**config.mk**
```make
export PLATFORM = sky130hd
export DESIGN_NAME = tbalm_queue
export DESIGN_NICKNAME = d
export VERILOG_FILES = /design/src/hw/rtl/tbalm_pkg.sv /design/src/hw/rtl/tbalm_queue.sv
export SDC_FILE = /design/constraint.sdc
export NUM_CORES = 1
export LEC_CHECK = 0
export BUFFER_PORTS_ARGS = -buffer_cell sky130_fd_sc_hd__buf_2
export CELL_PAD_IN_SITES_DETAIL_PLACEMENT = 0
export CELL_PAD_IN_SITES_GLOBAL_PLACEMENT = 1
export CORE_UTILIZATION = 40
export DETAILED_ROUTE_END_ITERATION = 12
export PLACE_DENSITY = 0.77
export SYNTH_ARGS = -nofsm -noshare
export SYNTH_HDL_FRONTEND = slang
export SYNTH_SLANG_ARGS = --single-unit
```
**constraint.sdc**
```tcl
create_clock -name clk_i -period 9.6 [get_ports clk_i]
set_input_delay 0.48 -clock clk_i [delete_from_list [all_inputs] [get_ports clk_i]]
set_output_delay 0.48 -clock clk_i [all_outputs]
set_load 0.05 [all_outputs]
```
**src/hw/rtl/tbalm_pkg.sv**
```systemverilog
// Shared constants and types of the three-band level meter.
package tbalm_pkg;

  localparam int unsigned SampleW   = 16;
  localparam int unsigned CoefW     = 16;
  localparam int unsigned StateW    = 24;
  localparam int unsigned SumW      = 46;
  localparam int unsigned TallyW    = 13;
  localparam int unsigned LevelW    = 16;
  localparam int unsigned RootW     = SumW / 2;
  localparam int unsigned CntW      = 6;
  localparam int unsigned CfgIdxW   = 2;
  localparam int unsigned MaxFrames = 4096;

  localparam logic [CoefW-1:0] BassCoefReset = 16'd1526;
  localparam logic [CoefW-1:0] MidCoefReset  = 16'd17669;

  localparam logic [CfgIdxW-1:0] CfgBassCoef = 2'd0;
  localparam logic [CfgIdxW-1:0] CfgMidCoef  = 2'd1;

  typedef struct packed {
    logic [SumW-1:0]    stereo;
    logic [SumW-1:0]    bass;
    logic [SumW-1:0]    mid;
    logic [SumW-1:0]    treble;
    logic [LevelW-1:0]  peak;
    logic [TallyW-1:0]  tally;
  } snap_t;

  typedef enum logic [1:0] {
    BkIdle,
    BkDiv,
    BkSqrt,
    BkOut
  } back_state_e;

endpackage

```
**src/hw/rtl/tbalm_queue.sv**
```systemverilog
// Two-entry queue of finished block sums between the front and back ends.
module tbalm_queue (
  input  logic             clk_i,
  input  logic             rst_ni,
  input  logic             push_i,
  input  tbalm_pkg::snap_t push_data_i,
  output logic             full_o,
  input  logic             pop_i,
  output logic             empty_o,
  output tbalm_pkg::snap_t pop_data_o
);
  import tbalm_pkg::*;

  snap_t       mem_q [2];
  logic        wr_q, rd_q;
  logic [1:0]  cnt_q;

  assign full_o     = cnt_q == 2'd2;
  assign empty_o    = cnt_q == 2'd0;
  assign pop_data_o = mem_q[rd_q];

  always_ff @(posedge clk_i or negedge rst_ni) begin
    if (!rst_ni) begin
      wr_q  <= 1'b0;
      rd_q  <= 1'b0;
      cnt_q <= '0;
    end else begin
      if (push_i) begin
        wr_q <= !wr_q;
      end
      if (pop_i) begin
        rd_q <= !rd_q;
      end
      cnt_q <= cnt_q + 2'(push_i) - 2'(pop_i);
    end
  end

  always_ff @(posedge clk_i) begin
    if (push_i) begin
      mem_q[wr_q] <= push_data_i;
    end
  end

  a_no_overflow: assert property (@(posedge clk_i) disable iff (!rst_ni)
    !(push_i && full_o) && !(pop_i && empty_o)) else $error("queue overflow or underflow");
  a_cnt_bound: assert property (@(posedge clk_i) disable iff (!rst_ni)
    cnt_q <= 2'd2) else $error("queue count out of range");
  a_full_empty: assert property (@(posedge clk_i) disable iff (!rst_ni)
    !(full_o && empty_o)) else $error("queue both full and empty");

endmodule

```
Yosys cells after proc, flatten, opt, wreduce, memory -nomap -nowiden --
Memory sizes are Yosys's and may differ from the RTL's. Index checks and enable logic that the tools add are counted.
Word-level totals: flip-flop bits (word level) 4, latch bits 0, bits in writable memories 426, memory bits (read-only) 0, output and inout bits 215, word-level logic and storage cells 12, memories 1
Memories:
- mem_q | depth 2, width 213, rd ports 1, clocked after memory_dff 0, wr ports 1, RTL line tbalm_queue.sv:14 | snap_t mem_q [2];
Cells by class: $add $sub $neg 2, multiply operators 0, div/mod/pow operators 0, magnitude comparators 0, equality and inequality tests 1, shift-type cells 0, multiplexer cells 2, bitwise logic cells 0, reductions and logical operators 3
Operators with widths (count):
- adder 2 x 1 -> 2 bit | 1
- == test 2 bit, second input constant | 1
- logical NOT 1 bit | 2
- logical NOT 2 bit | 1
- two-way mux 1 bit | 2
- subtractor 2 x 1 -> 2 bit | 1

Logic depth before layout (Yosys ltp) --
Gate-level depths: netlist of the first run.
depth in word-level cells 2, gate-level depth with buffers 5

Worst setup path before layout of the first run --
OpenSTA, ideal clock, no wires.
path type register -> register, from reg wr_q, to mem mem_q[0][0] (netlist bit), enable pin, setup time 815 ps, data arrival time 9792 ps, path slack -1007 ps, cell stages (with the launch flop) 2, buffers on the path 0, clock period less this slack 10607 ps, path through dfrtp_1 > nor2b_1
RTL lines:
- from (decl) | RTL line tbalm_queue.sv:15 | logic wr_q, rd_q;
- from (signal assigned) | RTL line tbalm_queue.sv:29 | wr_q <= !wr_q;
- to (decl) | RTL line tbalm_queue.sv:14
Straight into the memory's write port.

==> results of run 1 <==
## metrics by stage
step / instances / hold slack, ns / area [sq um] / utilization (%) / power (mW)
global placement: 1616 / 0.3028 / 18890 / 47.32 / 5.665
global route: 1693 / 0.08813 / 20290 / 50.83 / 7.538
floorplan: 678 / 0.1844 / 16230 / - / 5.185
finish: 1695 / 0.1134 / 20290 / 50.84 / 7.281
detailed placement: 1616 / 0.3098 / 18890 / 47.32 / 5.692
CTS: 1692 / 0.06642 / 20290 / 50.83 / 7.367
## per-layer routing
metal	vias up	GRT usage [%]	wire, um
li1	3634	-	-
met1	3911	18.04	12720
met2	287	26.22	16730
met3	82	4.810	2452
met4	8	7.465	1278
met5	-	0	55
## power groups by stage
stage	clock, mW	sequential (mW)	combinational (mW)
6_report	1.66	2.63	3.00
5_1_grt	1.77	2.66	3.11
4_1_cts	1.71	2.63	3.03
3_3_place_gp	0	2.66	3.01
2_1_floorplan	0	2.67	2.52
3_5_place_dp	0	2.67	3.02
## cells in the final DEF, fill, tap and decap left out, types with 2 or more instances in the layout
cell / n
sky130_fd_sc_hd__buf_2: 431
sky130_fd_sc_hd__diode_2: 3
sky130_fd_sc_hd__mux2_4: 160
sky130_fd_sc_hd__clkbuf_1: 9
sky130_fd_sc_hd__clkinv_1: 9
sky130_fd_sc_hd__dfrtp_1: 3
sky130_fd_sc_hd__clkinvlp_4: 2
sky130_fd_sc_hd__clkinv_4: 2
sky130_fd_sc_hd__bufinv_16: 5
sky130_fd_sc_hd__buf_4: 4
sky130_fd_sc_hd__clkbuf_16: 45
sky130_fd_sc_hd__xor2_1: 2
sky130_fd_sc_hd__mux2_2: 53
sky130_fd_sc_hd__buf_12: 2
sky130_fd_sc_hd__ha_1: 2
sky130_fd_sc_hd__edfxtp_1: 426
sky130_fd_sc_hd__clkinv_2: 3
sky130_fd_sc_hd__inv_1: 2
## cell type report
type                       instances  area [sq um]  area share [%]
tap                              525         656.9           3.237
clock inverter                    21         231.5           1.141
antenna                            3         7.507         0.03699
timing repair buffer             438          2237           11.02
sequential                       430         12900           63.54
multi-input combinational        222          3098           15.27
clock buffer                      54          1160           5.715
inverter                           2         7.507         0.03699
## sequential cells by signal, summed over array words and instances, names as in the netlist
| signal | count |
|---|---|
| cnt_q | 2 |
| mem_q | 426 |
| rd_q | 1 |
| wr_q | 1 |
## cells by family (layout without fill, tap and decap cells)
family	count (synthesis)	count (layout)	synth area share, %
simple gates	4	4	0.1388
xor+xnor	3	3	0.2545
buf+inv	26	515	1.519
mux	213	213	18.48
flops	430	430	79.45
fa+ha+maj	2	2	0.1542
other cells	0	3	0
## worst reg2reg max path: stages (launching register included)
cell,delay [ns]
sky130_fd_sc_hd__dfrtp_1,0.42
sky130_fd_sc_hd__and2_4,0.76
sky130_fd_sc_hd__buf_4,0.99
## Yosys cell counts
library cell	instances	area (sq um)
sky130_fd_sc_hd__and2_1	1	6.260
sky130_fd_sc_hd__buf_2	5	25.02
sky130_fd_sc_hd__buf_6	19	214.0
sky130_fd_sc_hd__dfrtp_1	4	100.1
sky130_fd_sc_hd__edfxtp_1	426	12790
sky130_fd_sc_hd__ha_1	2	25.02
sky130_fd_sc_hd__inv_1	2	7.510
sky130_fd_sc_hd__mux2_2	53	596.8
sky130_fd_sc_hd__mux2_4	160	2402
sky130_fd_sc_hd__nor2_1	1	3.750
sky130_fd_sc_hd__nor2b_1	2	12.51
sky130_fd_sc_hd__xor2_1	2	17.52
sky130_fd_sc_hd__xor3_1	1	23.77
## worst paths after layout
kind	endpoint	slack (ns)	cells past startpoint
worst max-delay path	pop_data_o[33]	6.13	3
worst min-delay path	mem_q[1][8]	0.11	1
worst max register to register	mem_q[1][3]	6.98	2
worst min register to register	wr_q	0.55	1
max in group asynchronous	rd_q	9.17	2
min in group asynchronous	cnt_q[0]	0.27	2
## what timing repair did
| action | CTS | global route |
|---|---|---|
| endpoints found under the hold margin | 4 | 0 |
| buffers inserted | 0 | 0 |
| hold buffers | 1 | 0 |
==> flow_metrics.tcl, run 1 <==
set metrics [dict create \
    critical_path.slowest_cell "sky130_fd_sc_hd__dfrtp_4" \
    arrival_time_at_the_worst_endpoint_ns 2.99 \
    leakage_nw 8.041 \
    finalCriticalPeriod_ns 3.470 \
    vias_in_the_first_global_route 8127 \
    synthesis.instances 678 \
    postSynthAreaPerCell_sq_um 23.93 \
    clockRootBuffer "sky130_fd_sc_hd__clkbuf_16" \
    yosys_warns 0 \
    ys_seq_area_share_pct 79.45 \
    crit_fanout 123 \
    worstReg2RegStart "wr_q" \
    power_density_mw_per_mm2 358.8 \
    design.final.nets 1357 \
    floorplan.initialDensity_pct 40.65 \
    outcome "complete, no violations" \
    hold_viol_final 0 \
    tritoncts "yes" \
    fp.dieArea_sq_mm 0.04138 \
    detailedRoute.firstIterationViolations 334 \
    grt_overflow_total 0 \
    worst_ep_required_time_ns 9.12 \
    critical_path.startpoint "rd_q" \
    clk-insertion-delay-late_ns 0.55 \
    critical_path.cell_chain "buf_12 -> mux2_2 -> buf_2" \
    io_pins 432 \
    syn-cell-area_sq_mm 0.01623 \
    number_of_antenna_violations_at_the_first_check_in_global_routing 7 \
    timing.critical_path.to_type "output port" \
    globalplace.congestion 0.7869 \
    numClockSinks 430 \
    pre_cts_ws_ns 6.745 \
    final_setup_violation_count 0 \
    clk_pin_slew_worst_paths_ns 0.07 \
    globalRouteTotalUtil_pct 15.56 \
    io_buffer_count 431 \
    detail_route.wl_per_cell_um 19.61 \
    share_comb_of_total_power_pct 41.2 \
    number_of_levels_in_the_clock_h_tree 2 \
    fin_worst_skew_ns 0.02198 \
    areaGrowthSynthToFinish_pct 25.07 \
    fmaxAchievable_mhz 288.2 \
    detailroute.via_count 7922 \
    postCtsResizedCells 0 \
    cts_inserted_buffers 44 \
    drtPass1Iterations 4 \
    swShare_pct 39.45 \
    ir_drop_v 0.0002005 \
    finalMaxSlewViolations 0 \
    critical_path_buf_inv_count 2 \
    startpoint_of_the_lowest_slack_hold_path "push_data_i[8]" \
    synth_fp_nets 897 \
    core_sq_mm 0.03991 \
    max_cap_violation_count 0 \
    detail_route.wirelength_um 33240 \
    timing.final.crit_share_pct 36.14 \
    worstMarginPinSlew_ns 1.157 \
    timing.setup.critical_path_class "reg -> out" \
    clkPwrFrac_pct 22.8 \
    placementRows 73 \
    internal_power_mw 4.408 \
    synth.distinct_cells 13 \
    drcViolationCount 0 \
    rsz0062_at_grt "false" \
    clock_tree.buffer_depth 3 \
    critical_path.max_stage_delay_ns 0.87 \
    start_kind "flip-flop" \
    fp.dieW_um 203.4 \
    p_seq_share_pct 36.1 \
    hold_class "in -> reg" \
    grt_first_pass_wirelength_um 48000 \
    post-dp-hpwl_um 22400 \
    pin_count_of_the_biggest_net_entering_global_routing 153 \
    slew-limit-headroom_pct 22.84 \
    cpLargestDelayFamily "flip-flops" \
    drive_above_1_share_pct 60.84 \
    final_critical_path_setup_slack_ns 6.130 \
    route.antenna.remaining_nets 0 \
    viasPerCell 4.674 \
    fillers 3265 \
    power.net_switching_mw 2.872 \
    totalNegativeSetupSlack_ns 0 \
    chipHeight_um 203.4 \
    synth-seq-cells 430 \
]
Note: power is estimated with default switching activity, not from simulation.
==> run 2, diff against run 1 <==
- CORE_UTILIZATION: 40 -> 45
- PLACE_DENSITY: 0.77 -> 0.82
- clock period: 9.6 -> 3.39 ns (I/O delays scaled with it)
==> run 2 against run 1 <==
Net effect: sequential share of layout area down 6.0 points; critical endpoint is now pop_data_o[145]; largest cell class unchanged; count of clock-buffer cells in the layout grew 3; final cell count grew 9.4%; largest power group unchanged; setup slack lost 5.4 ns; sequential power rose to 2.8 times the previous value; sequential cell count stayed put; power grew to 2.8 times the previous value.
==> flow_metrics.tcl, run 2 (synthesis gave the netlist of run 1 again) <==
set metrics [dict create \
    drtPass1Iterations 4 \
    worst_ep_required_time_ns 3.22 \
    hold_viol_final 0 \
    core_sq_mm 0.03548 \
    arrival_time_at_the_worst_endpoint_ns 2.53 \
    worstReg2RegStart "wr_q" \
    io_buffer_count 431 \
    totalNegativeSetupSlack_ns 0 \
    clk-insertion-delay-late_ns 0.54 \
    dp_cells 1557 \
    route.antenna.remaining_nets 0 \
    drive_above_1_share_pct 51.62 \
    tritoncts "yes" \
    globalRouteTotalUtil_pct 18.26 \
    worstRegToRegCells 2 \
    detailedRoute.firstIterationViolations 388 \
    cts_inserted_buffers 43 \
    hold_path_depth 2 \
    hold_class "in -> reg" \
    crit_fanout 77 \
    ir_drop_v 0.0007155 \
    clkPwrFrac_pct 21.6 \
    viasPerCell 4.749 \
    final_critical_path_setup_slack_ns 0.6936 \
    slew-limit-headroom_pct 52.99 \
    fillers 2426 \
    final_setup_violation_count 0 \
    mostFrequentLayoutCell "sky130_fd_sc_hd__buf_2" \
    max_cap_violation_count 0 \
    swShare_pct 39.81 \
    drcViolationCount 0 \
    p_seq_share_pct 35.9 \
    placementRows 69 \
    detail_route.wirelength_um 34840 \
    timing.critical_path.to_type "output port" \
    finalMaxSlewViolations 0 \
    fin_worst_skew_ns 0.01630 \
    numClockSinks 430 \
    start_kind "flip-flop" \
    outcome "complete, no violations" \
    post_cts_setup_buffer_count 0 \
    startpoint_of_the_lowest_slack_hold_path "push_data_i[9]" \
    timing.final.crit_share_pct 79.54 \
    grt_first_pass_wirelength_um 50610 \
    grt_overflow_total 0 \
    layout.cells.most_common_list "sky130_fd_sc_hd__buf_2, sky130_fd_sc_hd__edfxtp_1, sky130_fd_sc_hd__dlygate4sd3_1" \
    share_comb_of_total_power_pct 42.5 \
    finish.instance_area_sq_mm 0.02240 \
    postPlaceCellArea_sq_mm 0.01889 \
    clock_tree.buffer_depth 3 \
    finish.cell_count_without_fillers 1855 \
    largest_register "mem_q" \
    globalplace.congestion 0.7420 \
    finalCriticalPeriod_ns 2.696 \
    post-dp-hpwl_um 21480 \
    power_density_mw_per_mm2 920.8 \
    clk_pin_slew_worst_paths_ns 0.06 \
    io_pins 432 \
    power.net_switching_mw 8.210 \
    worstMarginPinSlew_ns 0.7051 \
    holdPathEnd "mem_q[0][9]" \
    total_power_mw 20.62 \
    hold_ws_ns 0.3518 \
    design.final.nets 1577 \
    timing.setup.critical_path_class "reg -> out" \
    floorplan.initialDensity_pct 45.73 \
    fmaxAchievable_mhz 370.9 \
    layout.core_utilization_pct 63.12 \
    chipHeight_um 191.9 \
    rsz0062_at_grt "false" \
    internal_power_mw 12.41 \
    detail_route.wl_per_cell_um 18.78 \
    reg2reg_to "mem_q[1][59]" \
    number_of_levels_in_the_clock_h_tree 2 \
    detailroute.via_count 8809 \
    fp.dieW_um 191.9 \
    pre_cts_ws_ns 1.239 \
    vias_in_the_first_global_route 9240 \
    clockRootBuffer "sky130_fd_sc_hd__clkbuf_16" \
    reg.largest.list "mem_q: 426 flops, cnt_q: 2 flops" \
    pin_count_of_the_biggest_net_entering_global_routing 115 \
    areaGrowthSynthToFinish_pct 38.02 \
    leakage_nw 8.958 \
    fp.dieArea_sq_mm 0.03682 \
    regToRegSetupSlack_ns 1.55 \
    number_of_antenna_violations_at_the_first_check_in_global_routing 3 \
    max_ffs_per_register 426 \
]
-- run 2: changes by cell type in the layout (fill, tap and decap cells not counted), sizes merged --
cell         before  now
bufinv            5    2
diode             3    5
buf             437  442
dlygate4sd3       1  217
clkbuf           54   57
clkinv           14   15
-- run 2: how the worst max path moves through the flow --
stage | cells past startpoint | end | slack [ns] | from
after floorplan | 1 | mem_q[0][0] | -0.62 | wr_q
after global placement | 3 | pop_data_o[40] | 1.26 | rd_q
after detailed placement | 3 | pop_data_o[40] | 1.24 | rd_q
after CTS | 3 | pop_data_o[40] | 0.66 | rd_q
after global routing | 3 | pop_data_o[40] | 0.60 | rd_q
final | 3 | pop_data_o[145] | 0.69 | rd_q
-- run 2: metal layers --
metal  GRT usage, %  vias up  routed length (um)
met5              0        -                   0
met4          7.814        0                1138
met3          4.239       66                2064
met2          33.19      309               18690
met1          20.36     4353               12950
li1               -     4081                   -
-- run 2: worst max-delay path, stage by stage, from the launching register on --
cell and delay (ns):
sky130_fd_sc_hd__dfrtp_4 0.79, sky130_fd_sc_hd__buf_12 0.52, sky130_fd_sc_hd__mux2_4 0.35, sky130_fd_sc_hd__buf_2 0.21
-- run 2: power by group through the flow --
stage               Combinational (mW)  Sequential, mW  Clock, mW
finish                            8.76            7.40       4.46
global route                      9.09            7.48       4.77
CTS                               8.79            7.40       4.55
detailed placement                8.57            7.50          0
global placement                  8.53            7.44          0
floorplan                         7.13            7.43          0
-- run 2: area by class of cell --
| type | count | area, sq um | area share [%] |
|---|---|---|---|
| flip-flops and latches | 430 | 12900 | 57.58 |
| repair buffers | 659 | 4487 | 20.03 |
| multi-input cells | 222 | 3098 | 13.83 |
| clock buffers | 57 | 1171 | 5.229 |
| well taps | 461 | 576.8 | 2.575 |
| clock inverters | 19 | 147.6 | 0.6592 |
| diodes | 5 | 12.51 | 0.05587 |
| inverters | 2 | 7.507 | 0.03352 |
-- run 2: repair_timing --
item | in CTS | in global routing
hold buffers | 217 | 0
resized for setup | 0 | 0
endpoints found under the hold margin | 433 | 0
==> run 3, diff against run 2 <==
- CORE_UTILIZATION: 45 -> 40
- PLACE_DENSITY: 0.82 -> 0.77
- clock period: 3.39 -> 2.3 ns (I/O delays scaled with it)
==> run 3 against run 2 <==
Net effect: utilization fell by 6.2 points; routed wire length rose by 0.63%; clock power rose by 49%; via count rose by 0.73%; critical path type unchanged; setup slack got worse by 0.56 ns; largest power group unchanged.
==> flow_metrics.tcl, run 3 (synthesis gave the netlist of run 1 again) <==
set metrics [dict create \
    outcome "complete, no violations" \
    numClockSinks 430 \
    finalMaxSlewViolations 0 \
    fin_worst_skew_ns 0.01842 \
    drive_above_1_share_pct 52.45 \
    critical_path.cell_chain "buf_12 -> mux2_4 -> buf_2" \
    floorplan.initialDensity_pct 40.65 \
    timing.critical_path.to_type "output port" \
    gr-usage-met2_pct 29.88 \
    fillers 3003 \
    hold_path_depth 2 \
    worst_ep_required_time_ns 2.18 \
    critical_path.max_stage_delay_ns 0.48 \
    reg.largest.list "mem_q: 426 flops, cnt_q: 2 flops" \
    drcViolationCount 0 \
    power_density_mw_per_mm2 1358 \
    final-seq-area_sq_mm 0.01290 \
    critical_path_buf_inv_count 2 \
    detailedRoute.firstIterationViolations 375 \
    route.antenna.remaining_nets 0 \
    worstReg2RegStart "wr_q" \
    fp.dieArea_sq_mm 0.04138 \
    number_of_antenna_violations_at_the_first_check_in_global_routing 0 \
    tritoncts "yes" \
    timing.setup.critical_path_class "reg -> out" \
    worstRegToRegCells 2 \
    cts_inserted_buffers 44 \
    detail_route.wirelength_um 35060 \
    design.final.nets 1598 \
    grt_use_met3_pct 3.947 \
    max_ffs_per_register 426 \
    finalCriticalPeriod_ns 2.166 \
    globalRouteTotalUtil_pct 16.67 \
    fmaxAchievable_mhz 461.7 \
    areaGrowthSynthToFinish_pct 40.05 \
    chipHeight_um 203.4 \
    insertedDiodeCount 0 \
    globalplace.congestion 0.7799 \
    slew-limit-headroom_pct 52.74 \
    postCtsResizedCells 0 \
    post-dp-hpwl_um 22380 \
    clockRootBuffer "sky130_fd_sc_hd__clkbuf_16" \
    pin_count_of_the_biggest_net_entering_global_routing 109 \
    io_pins 432 \
    arrival_time_at_the_worst_endpoint_ns 2.05 \
    holdPathEnd "mem_q[0][60]" \
    viasPerCell 4.583 \
    placementRows 73 \
    detail_route.wl_per_cell_um 18.11 \
    io_buffer_count 431 \
    use_met1_pct 18.75 \
    start_kind "flip-flop" \
    number_of_levels_in_the_clock_h_tree 2 \
    clk-insertion-delay-late_ns 0.55 \
    crit_fanout 58 \
    ir_drop_v 0.0008685 \
    worstMarginPinSlew_ns 0.7089 \
    drtPass1Iterations 4 \
    critical_path.slowest_cell "sky130_fd_sc_hd__dfrtp_4" \
    rsz0062_at_grt "false" \
    vias_in_the_first_global_route 9738 \
    hold_viol_final 0 \
    pre_cts_ws_ns 0.5593 \
    largest_register "mem_q" \
    hold_class "in -> reg" \
    max_cap_violation_count 0 \
    final_setup_violation_count 0 \
    regToRegSetupSlack_ns 0.67 \
    startpoint_of_the_lowest_slack_hold_path "push_data_i[60]" \
    grt_overflow_total 0 \
    reg2reg_to "mem_q[1][149]" \
    multi_input_area_sq_mm 0.003098 \
    core_sq_mm 0.03991 \
    final_critical_path_setup_slack_ns 0.1342 \
    mostFrequentLayoutCell "sky130_fd_sc_hd__buf_2" \
    grt-busiest-layer "met2" \
    total_power_mw 30.87 \
    fp.dieW_um 203.4 \
    clock_tree.buffer_depth 3 \
    layout.cells.most_common_list "sky130_fd_sc_hd__buf_2, sky130_fd_sc_hd__edfxtp_1, sky130_fd_sc_hd__dlygate4sd3_1" \
    leakage_nw 9.106 \
    timing.final.crit_share_pct 94.17 \
    cpLargestDelayFamily "buffers and inverters" \
    grt_first_pass_wirelength_um 52720 \
    detailroute.via_count 8873 \
    clk_pin_slew_worst_paths_ns 0.06 \
]
## run 3: changes by cell type in the layout (fill, tap and decap cells not counted), sizes merged
cell      previous run  this run
diode                5         0
clkbuf              57        51
buf                442       462
clkinvlp             2         1
clkinv              15        24
## run 3: power breakdown
group / internal (mW) / switching [mW]
combinational: 4.42 / 9.04
sequential: 10.4 / 0.378
clock: 3.80 / 2.83
total: 18.6 / 12.2
## run 3: final cells by class
type | instances | share of cell area [%]
Sequential cell | 430 | 56.75
Timing Repair Buffer | 679 | 20.79
Multi-Input combinational cell | 222 | 13.63
Clock buffer | 51 | 5.054
Tap cell | 525 | 2.890
Clock inverter | 27 | 0.8534
Inverter | 2 | 0.03303
## run 3: per-layer routing
layer / wire (um) / vias up
met3: 2125 / 73
met1: 13360 / 4372
met4: 1245 / 0
li1: - / 4115
met5: 0 / -
met2: 18330 / 313
## run 3: worst max-delay path by stage
stage | depth (start not counted) | endpoint | slack (ns) | from
floorplan | 1 | mem_q[0][0] | -1.71 | wr_q
global placement | 3 | pop_data_o[107] | 0.57 | rd_q
detailed placement | 4 | pop_data_o[129] | 0.56 | rd_q
CTS | 4 | pop_data_o[129] | 0.08 | rd_q
global route | 3 | pop_data_o[107] | 0.06 | rd_q
finish | 3 | pop_data_o[107] | 0.13 | rd_q
## run 3: timing repair
action / in CTS / in global routing
hold buffers: 217 / 0
setup endpoints to repair: 135 / 0
hold endpoints to repair: 434 / 0
setup buffers: 2 / 0
## run 3: stage by stage
step	util [%]	TNS, ns	hold slack (ns)	instance area, sq um	cells
2_1_floorplan	-	-617.77	-0.1806	16240	678
3_3_place_gp	48.06	0	-0.07340	19180	1639
3_5_place_dp	48.06	0	-0.06465	19180	1639
4_1_cts	56.94	0	0.2415	22730	1936
5_1_grt	56.94	0	0.2676	22730	1936
6_report	56.94	0	0.2866	22730	1936
