## src/hw/rtl/tbalm_pkg.sv

```systemverilog
// Shared constants and types of the three-band level meter.
package tbalm_pkg;

  localparam int unsigned SampleW   = 16;
  localparam int unsigned CoefW     = 16;
  localparam int unsigned StateW    = 24;
  localparam int unsigned SumW      = 46;
  localparam int unsigned TallyW    = 13;
  localparam int unsigned LevelW    = 16;
  localparam int unsigned RootW     = SumW / 2;
  localparam int unsigned CntW      = 6;
  localparam int unsigned CfgIdxW   = 2;
  localparam int unsigned MaxFrames = 4096;

  localparam logic [CoefW-1:0] BassCoefReset = 16'd1526;
  localparam logic [CoefW-1:0] MidCoefReset  = 16'd17669;

  localparam logic [CfgIdxW-1:0] CfgBassCoef = 2'd0;
  localparam logic [CfgIdxW-1:0] CfgMidCoef  = 2'd1;

  typedef struct packed {
    logic [SumW-1:0]    stereo;
    logic [SumW-1:0]    bass;
    logic [SumW-1:0]    mid;
    logic [SumW-1:0]    treble;
    logic [LevelW-1:0]  peak;
    logic [TallyW-1:0]  tally;
  } snap_t;

  typedef enum logic [1:0] {
    BkIdle,
    BkDiv,
    BkSqrt,
    BkOut
  } back_state_e;

endpackage

```

## src/hw/rtl/tbalm_back.sv

```systemverilog
// Back end: divides each block sum by the frame count, takes square roots, drives results.
module tbalm_back (
  input  logic                          clk_i,
  input  logic                          rst_ni,
  input  logic                          q_empty_i,
  input  tbalm_pkg::snap_t              q_data_i,
  output logic                          q_pop_o,
  output logic                          out_valid_o,
  input  logic                          out_stall_i,
  output logic [tbalm_pkg::LevelW-1:0]  rms_level_o,
  output logic [tbalm_pkg::LevelW-1:0]  peak_level_o,
  output logic [tbalm_pkg::LevelW-1:0]  bass_level_o,
  output logic [tbalm_pkg::LevelW-1:0]  mid_level_o,
  output logic [tbalm_pkg::LevelW-1:0]  treble_level_o,
  output logic [tbalm_pkg::TallyW-1:0]  frames_in_block_o
);
  import tbalm_pkg::*;

  back_state_e        state_q, state_d;
  snap_t              snap_q;
  logic [1:0]         k_q, k_d;
  logic [CntW-1:0]    cnt_q, cnt_d;
  logic [SumW-1:0]    dv_q, dv_d, dividend, dv_src;
  logic [TallyW-1:0]  rem_q, rem_d;
  logic [TallyW:0]    dsh;
  logic               dge;
  logic [SumW-1:0]    sv_q, sv_d;
  logic [RootW+2:0]   srem_q, srem_d, ssh, trial;
  logic               sge;
  logic [RootW-1:0]   root_q, root_d;
  logic [LevelW-1:0]  lvl_q [4];
  logic [LevelW-1:0]  lvl_sat;
  logic               out_valid_q, out_load, lvl_wr;
  logic               first_div;

  always_comb begin
    unique case (k_q)
      2'd0:    dividend = {1'b0, snap_q.stereo[SumW-1:1]};
      2'd1:    dividend = snap_q.bass;
      2'd2:    dividend = snap_q.mid;
      default: dividend = snap_q.treble;
    endcase
    dv_src  = first_div ? dividend : dv_q;
    dsh     = {rem_q, dv_src[SumW-1]};
    dge     = dsh >= {1'b0, snap_q.tally};
    ssh     = {srem_q[RootW:0], sv_q[SumW-1:SumW-2]};
    trial   = {1'b0, root_q, 2'b01};
    sge     = ssh >= trial;
    lvl_sat = (root_d > RootW'(16'hFFFF)) ? 16'hFFFF : root_d[LevelW-1:0];
  end

  always_comb begin
    state_d  = state_q;
    k_d      = k_q;
    cnt_d    = cnt_q;
    dv_d     = dv_q;
    rem_d    = rem_q;
    sv_d     = sv_q;
    srem_d   = srem_q;
    root_d   = root_q;
    q_pop_o  = 1'b0;
    out_load = 1'b0;
    lvl_wr   = 1'b0;
    unique case (state_q)
      BkIdle: begin
        if (!q_empty_i) begin
          q_pop_o = 1'b1;
          k_d     = '0;
          state_d = BkDiv;
          cnt_d   = '0;
          rem_d   = '0;
          dv_d    = '0;
        end
      end
      BkDiv: begin
        rem_d = dge ? TallyW'(dsh - {1'b0, snap_q.tally}) : dsh[TallyW-1:0];
        dv_d  = {dv_src[SumW-2:0], dge};
        cnt_d = cnt_q + 1'b1;
        if (cnt_q == CntW'(SumW - 1)) begin
          state_d = BkSqrt;
          cnt_d   = '0;
          sv_d    = {dv_src[SumW-2:0], dge};
          srem_d  = '0;
          root_d  = '0;
        end
      end
      BkSqrt: begin
        srem_d = sge ? ssh - trial : ssh;
        root_d = {root_q[RootW-2:0], sge};
        sv_d   = {sv_q[SumW-3:0], 2'b00};
        cnt_d  = cnt_q + 1'b1;
        if (cnt_q == CntW'(RootW - 1)) begin
          lvl_wr = 1'b1;
          cnt_d  = '0;
          if (k_q == 2'd3) begin
            state_d = BkOut;
          end else begin
            k_d     = k_q + 1'b1;
            rem_d   = '0;
            state_d = BkDiv;
          end
        end
      end
      BkOut: begin
        if (!out_valid_q || !out_stall_i) begin
          out_load = 1'b1;
          state_d  = BkIdle;
        end
      end
      default: state_d = BkIdle;
    endcase
  end

  always_ff @(posedge clk_i or negedge rst_ni) begin
    if (!rst_ni) begin
      state_q     <= BkIdle;
      out_valid_q <= 1'b0;
    end else begin
      state_q <= state_d;
      if (out_load) begin
        out_valid_q <= 1'b1;
      end else if (!out_stall_i) begin
        out_valid_q <= 1'b0;
      end
    end
  end

  always_ff @(posedge clk_i) begin
    k_q    <= k_d;
    cnt_q  <= cnt_d;
    rem_q  <= rem_d;
    srem_q <= srem_d;
    root_q <= root_d;
    sv_q   <= sv_d;
    if (state_q == BkSqrt && state_d == BkDiv) begin
      dv_q <= '0;
    end else begin
      dv_q <= dv_d;
    end
    if (q_pop_o) begin
      snap_q <= q_data_i;
    end
    if (lvl_wr) begin
      lvl_q[k_q] <= lvl_sat;
    end
    if (out_load) begin
      rms_level_o       <= lvl_q[0];
      peak_level_o      <= snap_q.peak;
      bass_level_o      <= lvl_q[1];
      mid_level_o       <= lvl_q[2];
      treble_level_o    <= lvl_q[3];
      frames_in_block_o <= snap_q.tally;
    end
  end

  // The dividend register is loaded at the first division cycle of each value.
  assign first_div = (state_q == BkDiv) && (cnt_q == '0);

  assign out_valid_o = out_valid_q;

  a_div_cnt: assert property (@(posedge clk_i) disable iff (!rst_ni)
    state_q == BkDiv |-> cnt_q < CntW'(SumW)) else $error("division overran its steps");
  a_sqrt_cnt: assert property (@(posedge clk_i) disable iff (!rst_ni)
    state_q == BkSqrt |-> cnt_q < CntW'(RootW)) else $error("root overran its steps");
  a_hold_out: assert property (@(posedge clk_i) disable iff (!rst_ni)
    out_valid_q && out_stall_i |=> out_valid_q) else $error("stalled result dropped");

endmodule

```

## config.mk

```make
export PLATFORM = sky130hd
export DESIGN_NAME = tbalm_back
export DESIGN_NICKNAME = d
export VERILOG_FILES = /design/src/hw/rtl/tbalm_pkg.sv /design/src/hw/rtl/tbalm_back.sv
export SDC_FILE = /design/constraint.sdc
export NUM_CORES = 1
export LEC_CHECK = 0
export BUFFER_PORTS_ARGS = -buffer_cell sky130_fd_sc_hd__buf_4
export CAP_MARGIN = 10
export CORE_MARGIN = 2
export CORE_UTILIZATION = 50
export CTS_BUF_LIST = sky130_fd_sc_hd__clkbuf_8
export DETAILED_ROUTE_END_ITERATION = 10
export PLACE_DENSITY = 0.71
export SYNTH_ARGS = -nofsm -noshare
export SYNTH_HDL_FRONTEND = slang
export SYNTH_SLANG_ARGS = --single-unit
```

## constraint.sdc

```tcl
create_clock -name clk_i -period 18.9 [get_ports clk_i]
set_input_delay 0 -clock clk_i [delete_from_list [all_inputs] [get_ports clk_i]]
set_output_delay 0 -clock clk_i [all_outputs]
set_load 0.03 [all_outputs]
```

After elaboration in Yosys (flattened, before gate mapping)
Memories as Yosys holds them, arrays and structs flattened. A register that Yosys moved wholly into a read port is not among the register bits.
Index checks and enable logic that the tools add are counted.

operators by class
  equality and inequality tests = 14
  magnitude comparators = 3
  add/sub/neg operators = 4
  multiplexer cells = 41
  reductions and logical operators = 17

operators by type and width
  kind                                                              count
  case mux 46 bit (2 select lines)                                  2
  2-to-1 mux 46 bit                                                 3
  case mux 46 bit (3 select lines)                                  1
  2-to-1 mux 13 bit                                                 4
  2-to-1 mux 24 bit                                                 2
  case mux 24 bit (2 select lines)                                  1
  case mux 23 bit (2 select lines)                                  1
  case mux 13 bit (3 select lines)                                  1
  greater-or-equal comparator 26 x 25 -> 1 bit                      1
  subtractor 24 bit                                                 1
  greater-than comparator 23 x 16 -> 1 bit (second input constant)  1
  2-to-1 mux 23 bit                                                 1
  2-to-1 mux 6 bit                                                  3
  case mux 6 bit (3 select lines)                                   1
  2-to-1 mux 16 bit                                                 1
  2-to-1 mux 2 bit                                                  8
  greater-or-equal comparator 14 x 13 -> 1 bit                      1
  subtractor 13 bit                                                 1
  2-to-1 mux 1 bit                                                  10
  == test 2 bit (second input constant)                             4
  != test 2 bit (second input constant)                             4
  case mux 2 bit (4 select lines)                                   1
  AND reduction 4 bit                                               2
  adder 6 x 1 -> 6 bit (second input constant)                      1
  other kinds (14)                                                  23

word-level totals
  output and inout bits = 95
  RAM bits = 64
  word-level logic and storage cells = 97
  memories = 1
  bits of input ports = 217
  bits in registers = 405

memory list
  name   depth  width  rd ports  clocked after memory_dff  write ports  line              RTL
  lvl_q  4      16     4         4                         1            tbalm_back.sv:31  logic [LevelW-1:0] lvl_q [4];

Logic depth before layout (Yosys ltp)
Gate-level depths: netlist of run 1.

  word-level depth = 6
  depth in mapped cells = 20
  mapped depth without buffers = 18

Worst setup path after synthesis of run 1
Ideal clock, no wire load.

  path type = flip-flop to flip-flop
  start point = register state_q[0]
  end point = register dv_q[10]
  required time = 18.772 ns
  cell stages (with the launch flop) = 11
  period minus slack after synthesis = 11.769 ns
  arrival = 11.642 ns
  library setup time = 0.128 ns
  slack = 7.131 ns
  cells stage by stage = dfrtp_1 inv_1 ha_1 clkbuf_1 nor2b_1 nor2_1 o41ai_1 o21ai_0 nor2_1 clkbuf_1 nor2_1

on the way
  longest elaborated chain between the ends = 4

ends and longest elaborated chain
  item                                         line               RTL
  from (decl)                                  tbalm_back.sv:19   back_state_e state_q, state_d;
  from (signal assigned)                       tbalm_back.sv:116  state_q <= BkIdle;
  from (signal assigned)                       tbalm_back.sv:119  state_q <= state_d;
  == test 2 bit, or another cell as far along  tbalm_back.sv:64   unique case (state_q)
  case mux 2 bit (4 select lines) *            tbalm_back.sv:64
  net state_d[1]                               tbalm_back.sv:19
  == test 2 x 1 -> 1 bit *                     tbalm_back.sv:135  if (state_q == BkSqrt && state_d == BkDiv) begin
  logical AND 1 bit *                          tbalm_back.sv:135
  to (signal assigned)                         tbalm_back.sv:138  dv_q <= dv_d;
  to (decl)                                    tbalm_back.sv:23   logic [SumW-1:0] dv_q, dv_d, dividend, dv_src;

The timed path passes the listed nets; every way through them passes the cells marked *.
A chain may end at the register's enable or synchronous reset.

Final worst setup path of run 1
  start point = register k_q[0]
  end point = register rem_q[1] (data pin)

on the way
  longest elaborated chain between the ends = 6

ends and longest elaborated chain
  item                                                                                      line                                RTL
  from (decl)                                                                               tbalm_back.sv:21                    logic [1:0] k_q, k_d;
  from (signal assigned)                                                                    tbalm_back.sv:129                   k_q <= k_d;
  == test 2 bit, or another cell as far along                                               tbalm_back.sv:37                    unique case (k_q)
  case mux 46 bit (3 select lines) *                                                        tbalm_back.sv:37
  2-to-1 mux 46 bit *                                                                       tbalm_back.sv:43                    dv_src = first_div ? dividend : dv_q;
  subtractor 13 bit / greater-or-equal comparator 14 x 13 -> 1 bit (equally long branches)  tbalm_back.sv:76, tbalm_back.sv:45
  2-to-1 mux 13 bit *                                                                       tbalm_back.sv:76                    rem_d = dge ? TallyW'(dsh - {1'b0, snap_q.tally}) : dsh[TallyW-1:0];
  case mux 13 bit (3 select lines) *                                                        tbalm_back.sv:64
  to (signal assigned)                                                                      tbalm_back.sv:131                   rem_q <= rem_d;
  to (decl)                                                                                 tbalm_back.sv:24                    logic [TallyW-1:0] rem_q, rem_d;

Mark *: on every way between the ends. The rest lies on a longest branch, timed or not.

==> results.md, run 1 <==
- Run status: finished, final reports clean
- Max Used Layer: met5
- Critical path data required time: between 15 and 20 ns
- Routed wl met2: between 20000 and 25000 um
- Number of synthesized register bits: 532
- TritonCTS clock tree: yes
- Internal power: ~1.9 mW
- Synthesized area per cell: ~15 um^2
- Arrival time reported for the critical path endpoint: 5.57 ns
- Post-Route Utilization: 66.6%
- Synth-to-layout area growth: 32.2%
- Metal3 WL: ~3000 um
- Congestion Overflow GR: 0
- EDFF count, synth: 460
- Final WL: between 40000 and 50000 um
- DRC viols: 0
- Worst Max-Slew Pin Slew: 1.24 ns
- Final sum of negative setup slack: 0 ns
- H-tree lvl count: 3
- Most common cell after layout, fill and taps aside: sky130_fd_sc_hd__edfxtp_1
- Max incr delay on CP: between 1 and 1.5 ns
- DRT antenna net count: 0
- Average via count per standard cell: ~5.3
- Number of DRC violations after detailed-routing iteration 0: about 1100
- Wire length of the first global-routing pass: about 75000 um
- Shortest clock period the worst path allows after layout: 5.17 ns
- Horizontal extent of the die: 209 um
- Length of the first detailed-routing pass in iterations: 5
- Post-synthesis cell area: roughly 0.021 mm^2
- Max Fanout on Critical Path: 47
- Row count: 75
- Area occupied by multi-input gates: 0.00533 mm^2
- Power share of the combinational group: 3.2%
- CP dominant cell by count: sky130_fd_sc_hd__a21oi_1
- Proportion of layout cells with a drive suffix above 1: between 20% and 30%
- Max Cap Viol: 0
- Path type of the worst min-delay path: input port to flop
- Synthesis Warnings: 0
- FFs w/ async S/R, synth: less than 1%
- Input/output buffers: 310
- Final weighted congestion of routability-driven global placement: 0.890
- FF/Latch Area: roughly 0.015 mm^2
- Vertical die dimension: 209 um
- Worst hold slack: between 0.07 and 0.08 ns
- Final worst-path cycle share: approximately 27%
- Switching part of the total power: between 20% and 30%
- Endpoint kind of the worst setup timing path: flop
- Starting utilization of the core area: 50.4%
- Worst Setup Path Type: flop to flop
- Total number of vias: roughly 14000
- Number of nets in the layout: 2261
- Master of the slowest instance on the critical path: sky130_fd_sc_hd__ha_2
- Endpoints failing hold: 0
- Startpoint types: flop
- Total net switching power: 468 uW
- FILL cells: roughly 2900
- Total Power Consumption: around 2.3 mW
- Number of antenna violations at the first check in global routing: 3
- Clock slew at reported path FFs: ~0.070 ns
- Die ar.: ~0.044 mm^2
- Core Area: about 0.042 mm^2
- Highest Clock Rate: 0.193 GHz
- Net count after synthesis: between 1500 and 2000
- Number of instances in the synthesized netlist: between 1000 and 1500
- Via count of the first global-routing pass: about 14000
- Power share of the clock group: between 40% and 50%
- Pwr per Cell Area: 83.6 mW/mm^2
- Unique masters post-synth: 60
- Max clock buf depth: 3
- Clock latency on the worst-skew pair: ~0.64 ns
- Most used cells in the layout excluding fill and tap cells: 460 x sky130_fd_sc_hd__edfxtp_1, 320 x sky130_fd_sc_hd__buf_4, 216 x sky130_fd_sc_hd__dlygate4sd3_1, 156 x sky130_fd_sc_hd__nor2_1, 95 x sky130_fd_sc_hd__clkbuf_8
- Clk_skew: 0.0229 ns
- Worst relative slew slack: 17.3%
- Ports: about 310
- Unrepaired setup endpoints after global routing: no
- Final Setup Violations: 0
- Post-detail-place hpwl: approximately 26000 um
- GRT Overall Usage: a little over a fifth
- Pin count of the biggest net entering global routing: between 150 and 200
- Most used DFF post-synth: sky130_fd_sc_hd__edfxtp_1
- CTS buffer count: between 80 and 90
- Pins Over Slew Limit: 0
- Critical Path, Cell by Cell: inv_1 -> ha_2 -> a22oi_1 -> nor2_1 -> a21oi_1 -> nor2_1 -> a21oi_1 -> ha_1 -> fa_1 -> nand2b_1 -> a211oi_1 -> o31a_1 -> o21ai_0 -> a21oi_1 -> o32ai_4 -> nand2_1 -> o21ai_0 -> and2_1
- Post-detailed-route wirelength per cell: about 18 um
- Routed length on met1: 20200 um
- Share of the yosys chip area belonging to registers: between 70% and 80%
- Clock root buffer master: sky130_fd_sc_hd__clkbuf_8
- Leakage: about 11 nW
- Peak VDD IR: roughly 74 uV
- Number of clock sinks: about 530
- Register share of total power: 54.5%
==> critical path, delay by kind of cell (launching register included) <==
family,cells,cell delay (ns)
compound gates,9,1.72
fa+ha+maj,3,1.73
buf+inv,1,0.15
flops,1,0.49
simple gates,5,0.81
==> power groups by stage <==
stage	clock, mW	combinational (mW)	sequential [mW]
floorplan	0	0.00000917	1.29
global placement	0	0.0340	1.29
detailed placement	0	0.0346	1.29
CTS	1.00	0.0711	1.26
global route	1.06	0.0785	1.26
finish	0.982	0.0742	1.26
==> flip-flops by register name, indices dropped and copies added (netlist names), 6 cells and up <==
register           count
snap_q               212
lvl_q                 64
dv_q                  46
sv_q                  46
srem_q                24
root_q                23
bass_level_o          16
mid_level_o           16
peak_level_o          16
rms_level_o           16
treble_level_o        16
frames_in_block_o     13
rem_q                 13
cnt_q                  6
==> through the flow <==
step | instances | instance area (um^2) | setup slack [ns]
after floorplan | 1440 | 21000 | 7.13
after global placement | 2228 | 23900 | 13.84
after detailed placement | 2228 | 23900 | 13.73
after CTS | 2601 | 27800 | 13.71
after global routing | 2603 | 27800 | 13.21
final | 2603 | 27800 | 13.73
==> cells by family (layout without fill, tap and decap cells) <==
kind of cell / Yosys count / count (layout) / synth area share (%)
flip-flops: 532 / 532 / 72.7
adder cells (fa/ha/maj): 52 / 52 / 3.13
multiplexers: 65 / 65 / 3.37
XOR/XNOR: 34 / 34 / 1.42
AO/OA/AOI/OAI: 318 / 318 / 10.4
AND/OR/NAND/NOR: 317 / 317 / 6.64
other: 0 / 2 / 0
buffers and inverters: 122 / 744 / 2.27
==> cells in the mapped netlist, drive strengths merged (8+ instances only) <==
cell type | number | share of area (%)
ha | 51 | 3.0
buf | 13 | 0.32
edfxtp | 460 | 66
a22oi | 47 | 1.7
nor2b | 17 | 0.51
nor3 | 9 | 0.21
a222oi | 45 | 2.1
nand4 | 12 | 0.36
inv | 49 | 0.88
clkbuf | 59 | 1.1
a22o | 23 | 0.96
nand2b | 8 | 0.24
dfxtp | 69 | 6.6
a21o | 10 | 0.36
nor2 | 157 | 2.8
mux2 | 45 | 2.4
o21ai | 69 | 1.6
nand2 | 75 | 1.4
mux2i | 20 | 0.95
a21oi | 86 | 2.1
xnor2 | 19 | 0.79
xor2 | 15 | 0.63
or2 | 17 | 0.51
==> area by class of cell <==
class / instances / share of cell area [%]
flip-flops and latches: 532 / 55.0
multi-input cells: 786 / 19.2
repair buffers: 537 / 16.5
clock buffers: 95 / 4.71
well taps: 539 / 2.43
clock inverters: 62 / 1.44
inverters: 50 / 0.676
diodes: 2 / 0.0180
==> path summary, 6_finish.rpt <==
path / startpoint / to / slack, ns / cells past startpoint
worst max-delay path: k_q[0] / rem_q[1] / 13.73 / 18
max in group asynchronous: rst_ni / out_valid_o / 18.42 / 3
worst min-delay path: q_data_i[127] / snap_q[127] / 0.07 / 2
min in group asynchronous: rst_ni / state_q[0] / 0.34 / 3
worst max register to register: k_q[0] / rem_q[1] / 13.73 / 18
worst min register to register: lvl_q[0][4] / rms_level_o[4] / 0.42 / 0
==> metal layers <==
| layer | GRT usage, % | vias to the layer above |
|---|---|---|
| li1 | - | 6600 |
| met1 | 28.3 | 6714 |
| met2 | 37.0 | 501 |
| met3 | 4.43 | 87 |
| met4 | 7.98 | 2 |
| met5 | 0 | - |
==> repair_timing <==
item                                   4_1_cts  5_1_grt
endpoints found under the hold margin      265        0
gates resized for setup                      0        0
setup buffers                                0        0
hold buffers                               216        0
Power figures use the tool's default switching activity.
==> run 2: changes to the inputs <==
==> constraint.sdc (replaced) <==
create_clock -name clk_i -period 4.83 [get_ports clk_i]
set_input_delay 0 -clock clk_i [delete_from_list [all_inputs] [get_ports clk_i]]
set_output_delay 0 -clock clk_i [all_outputs]
set_load 0.03 [all_outputs]
==> results.md, run 2 (synthesis gave the netlist of run 1 again) <==
- Clk_skew: between 0.03 and 0.04 ns
- Run status: finished, final reports clean
- Clock slew at reported path FFs: around 0.06 ns
- Clock root buffer master: sky130_fd_sc_hd__clkbuf_8
- Worst Max-Slew Pin Slew: between 1 and 1.5 ns
- Synth-to-layout area growth: 32.4%
- Startpoint types: flop
- Clock latency on the worst-skew pair: 0.65 ns
- Average via count per standard cell: roughly 5.3
- Endpoint kind of the worst setup timing path: flop
- Input/output buffers: 310
- Pin count of the biggest net entering global routing: ~210
- Max incr delay on CP: 0.57 ns
- Worst hold slack: between 0.07 and 0.08 ns
- Peak VDD IR: 303 uV
- Length of the first detailed-routing pass in iterations: 5
- Unrepaired setup endpoints after global routing: no
- Number of clock sinks: between 500 and 600
- Launching element of the worst setup path: k_q[0]
- Pwr per Cell Area: 325 mW/mm^2
- Largest registers: snap_q x212, lvl_q x64
- Final Setup Violations: 0
- Max clock buf depth: 3
- Post-detailed-route wirelength per cell: 18.1 um
- Final worst-path cycle share: a little over four fifths
- Hold path start: q_data_i[191]
- Post-detail-place hpwl: ~27000 um
- DRC viols: 0
- Shortest clock period the worst path allows after layout: around 4.1 ns
- Arrival time reported for the critical path endpoint: roughly 4.4 ns
- DRT antenna net count: 0
- Final WL: around 47000 um
- Critical path data required time: approximately 5.2 ns
- Proportion of layout cells with a drive suffix above 1: between 20% and 30%
- Endpoints failing hold: 0
- Count of non-filler cells in the finished layout: around 2600
- Path type of the worst min-delay path: input port to flop
- Setup slack of the most critical reg-to-reg path: just under 0.8 ns
- Congestion Overflow GR: 0
- Wire length of the first global-routing pass: 75900 um
- Die ar.: approximately 0.044 mm^2
- Worst Setup Path Type: flop to flop
- Ports: roughly 310
- Highest Clock Rate: approximately 0.25 GHz
- Master of the slowest instance on the critical path: sky130_fd_sc_hd__o32ai_4
- Starting utilization of the core area: approximately 50%
- Leakage: between 10 and 15 nW
- Worst relative slew slack: between 10% and 20%
- TritonCTS clock tree: yes
- Core Area: between 0.04 and 0.05 mm^2
- Final sum of negative setup slack: 0 ns
- CTS buffer count: between 80 and 90
- Cell count after placement: about 2200
- Pins Over Slew Limit: 0
- H-tree lvl count: 3
- Flip-flop count of the largest register, all copies and words added: between 200 and 250
- Most common cell after layout, fill and taps aside: sky130_fd_sc_hd__edfxtp_1
- Critical Path, Cell by Cell: inv_1 -> ha_2 -> a22oi_1 -> nor2_1 -> a21oi_1 -> nor2_1 -> a21oi_1 -> ha_1 -> fa_1 -> nand2b_1 -> a211oi_1 -> o31a_1 -> o21ai_0 -> a21oi_1 -> o32ai_4 -> nor2_1 -> a21oi_1 -> nor2b_1
- Row count: 75
- Horizontal extent of the die: between 200 and 250 um
- Post-cts gate resize count: 0
- GRT Overall Usage: around 22%
- Register with the most flip-flops: snap_q
- Number of nets in the layout: roughly 2300
- R2R Path Start: k_q[0]
- Number of DRC violations after detailed-routing iteration 0: about 1200
- Number of antenna violations at the first check in global routing: 4
- Max Cap Viol: 0
- Most used cells in the layout excluding fill and tap cells: 460 x sky130_fd_sc_hd__edfxtp_1, 325 x sky130_fd_sc_hd__buf_4, 216 x sky130_fd_sc_hd__dlygate4sd3_1, 155 x sky130_fd_sc_hd__nor2_1, 94 x sky130_fd_sc_hd__clkbuf_8
- Vertical die dimension: 209 um
- Max Fanout on Critical Path: 25
- Final weighted congestion of routability-driven global placement: roughly 0.89
- Total number of vias: approximately 14000
- Via count of the first global-routing pass: approximately 15000
- CP dominant cell by count: sky130_fd_sc_hd__a21oi_1
## run 2: routing by layer
| layer | GRT usage (%) | up-vias | share of wire (%) | wire, um |
|---|---|---|---|---|
| li1 | - | 6621 | - | - |
| met1 | 29.2 | 6703 | 43 | 20500 |
| met2 | 36.0 | 474 | 49 | 23000 |
| met3 | 4.96 | 55 | 6.6 | 3130 |
| met4 | 7.19 | 2 | 1.5 | 734 |
| met5 | 0 | - | 0.027 | 13 |
## run 2: through the flow
stage	power, mW	util (%)	instance area [um^2]	setup slack, ns
6_report	9.04	66.7	27800	0.776
5_1_grt	9.36	66.7	27800	0.350
4_1_cts	9.12	66.7	27800	0.742
3_5_place_dp	5.18	57.4	23900	0.772
3_3_place_gp	5.18	57.4	23900	0.897
2_1_floorplan	5.05	-	21000	-0.211
## run 2: final timing paths
check                             endpoint  cells after the start
hold reg to reg            bass_level_o[1]                      0
min in group asynchronous       state_q[1]                      3
setup / recovery                  rem_q[6]                     18
setup reg to reg                  rem_q[6]                     18
hold / removal                 snap_q[191]                      2
max in group asynchronous      out_valid_o                      3
## run 2: where the power goes
group / switching (mW) / total (mW) / internal [mW]
Clock: 1.78 / 3.80 / 2.02
Combinational: 0.0676 / 0.290 / 0.222
Sequential: 0 / 4.95 / 4.95
Total: 1.84 / 9.04 / 7.19
## run 2: worst max-delay path: cells and delay by family (launching register included)
kind / cells / cell delay, ns
AND/OR/NAND/NOR: 5 / 0.44
AO/OA/AOI/OAI: 9 / 2.09
buffers and inverters: 1 / 0.10
adder cells (fa/ha/maj): 3 / 0.67
flip-flops: 1 / 0.48
## run 2: area by class of cell
type	count	area, um^2
Multi-Input combinational cell	786	5330
Clock buffer	94	1290
Inverter	50	188
Timing Repair Buffer	542	4620
Fill cell	2913	13900
Tap cell	539	674
Antenna cell	3	7.51
Clock inverter	68	410
Sequential cell	532	15300
## run 2: repair_timing
| item | CTS | global route |
|---|---|---|
| hold buffers | 216 | 0 |
| buffers inserted | 0 | 0 |
| hold endpoints to repair | 257 | 0 |
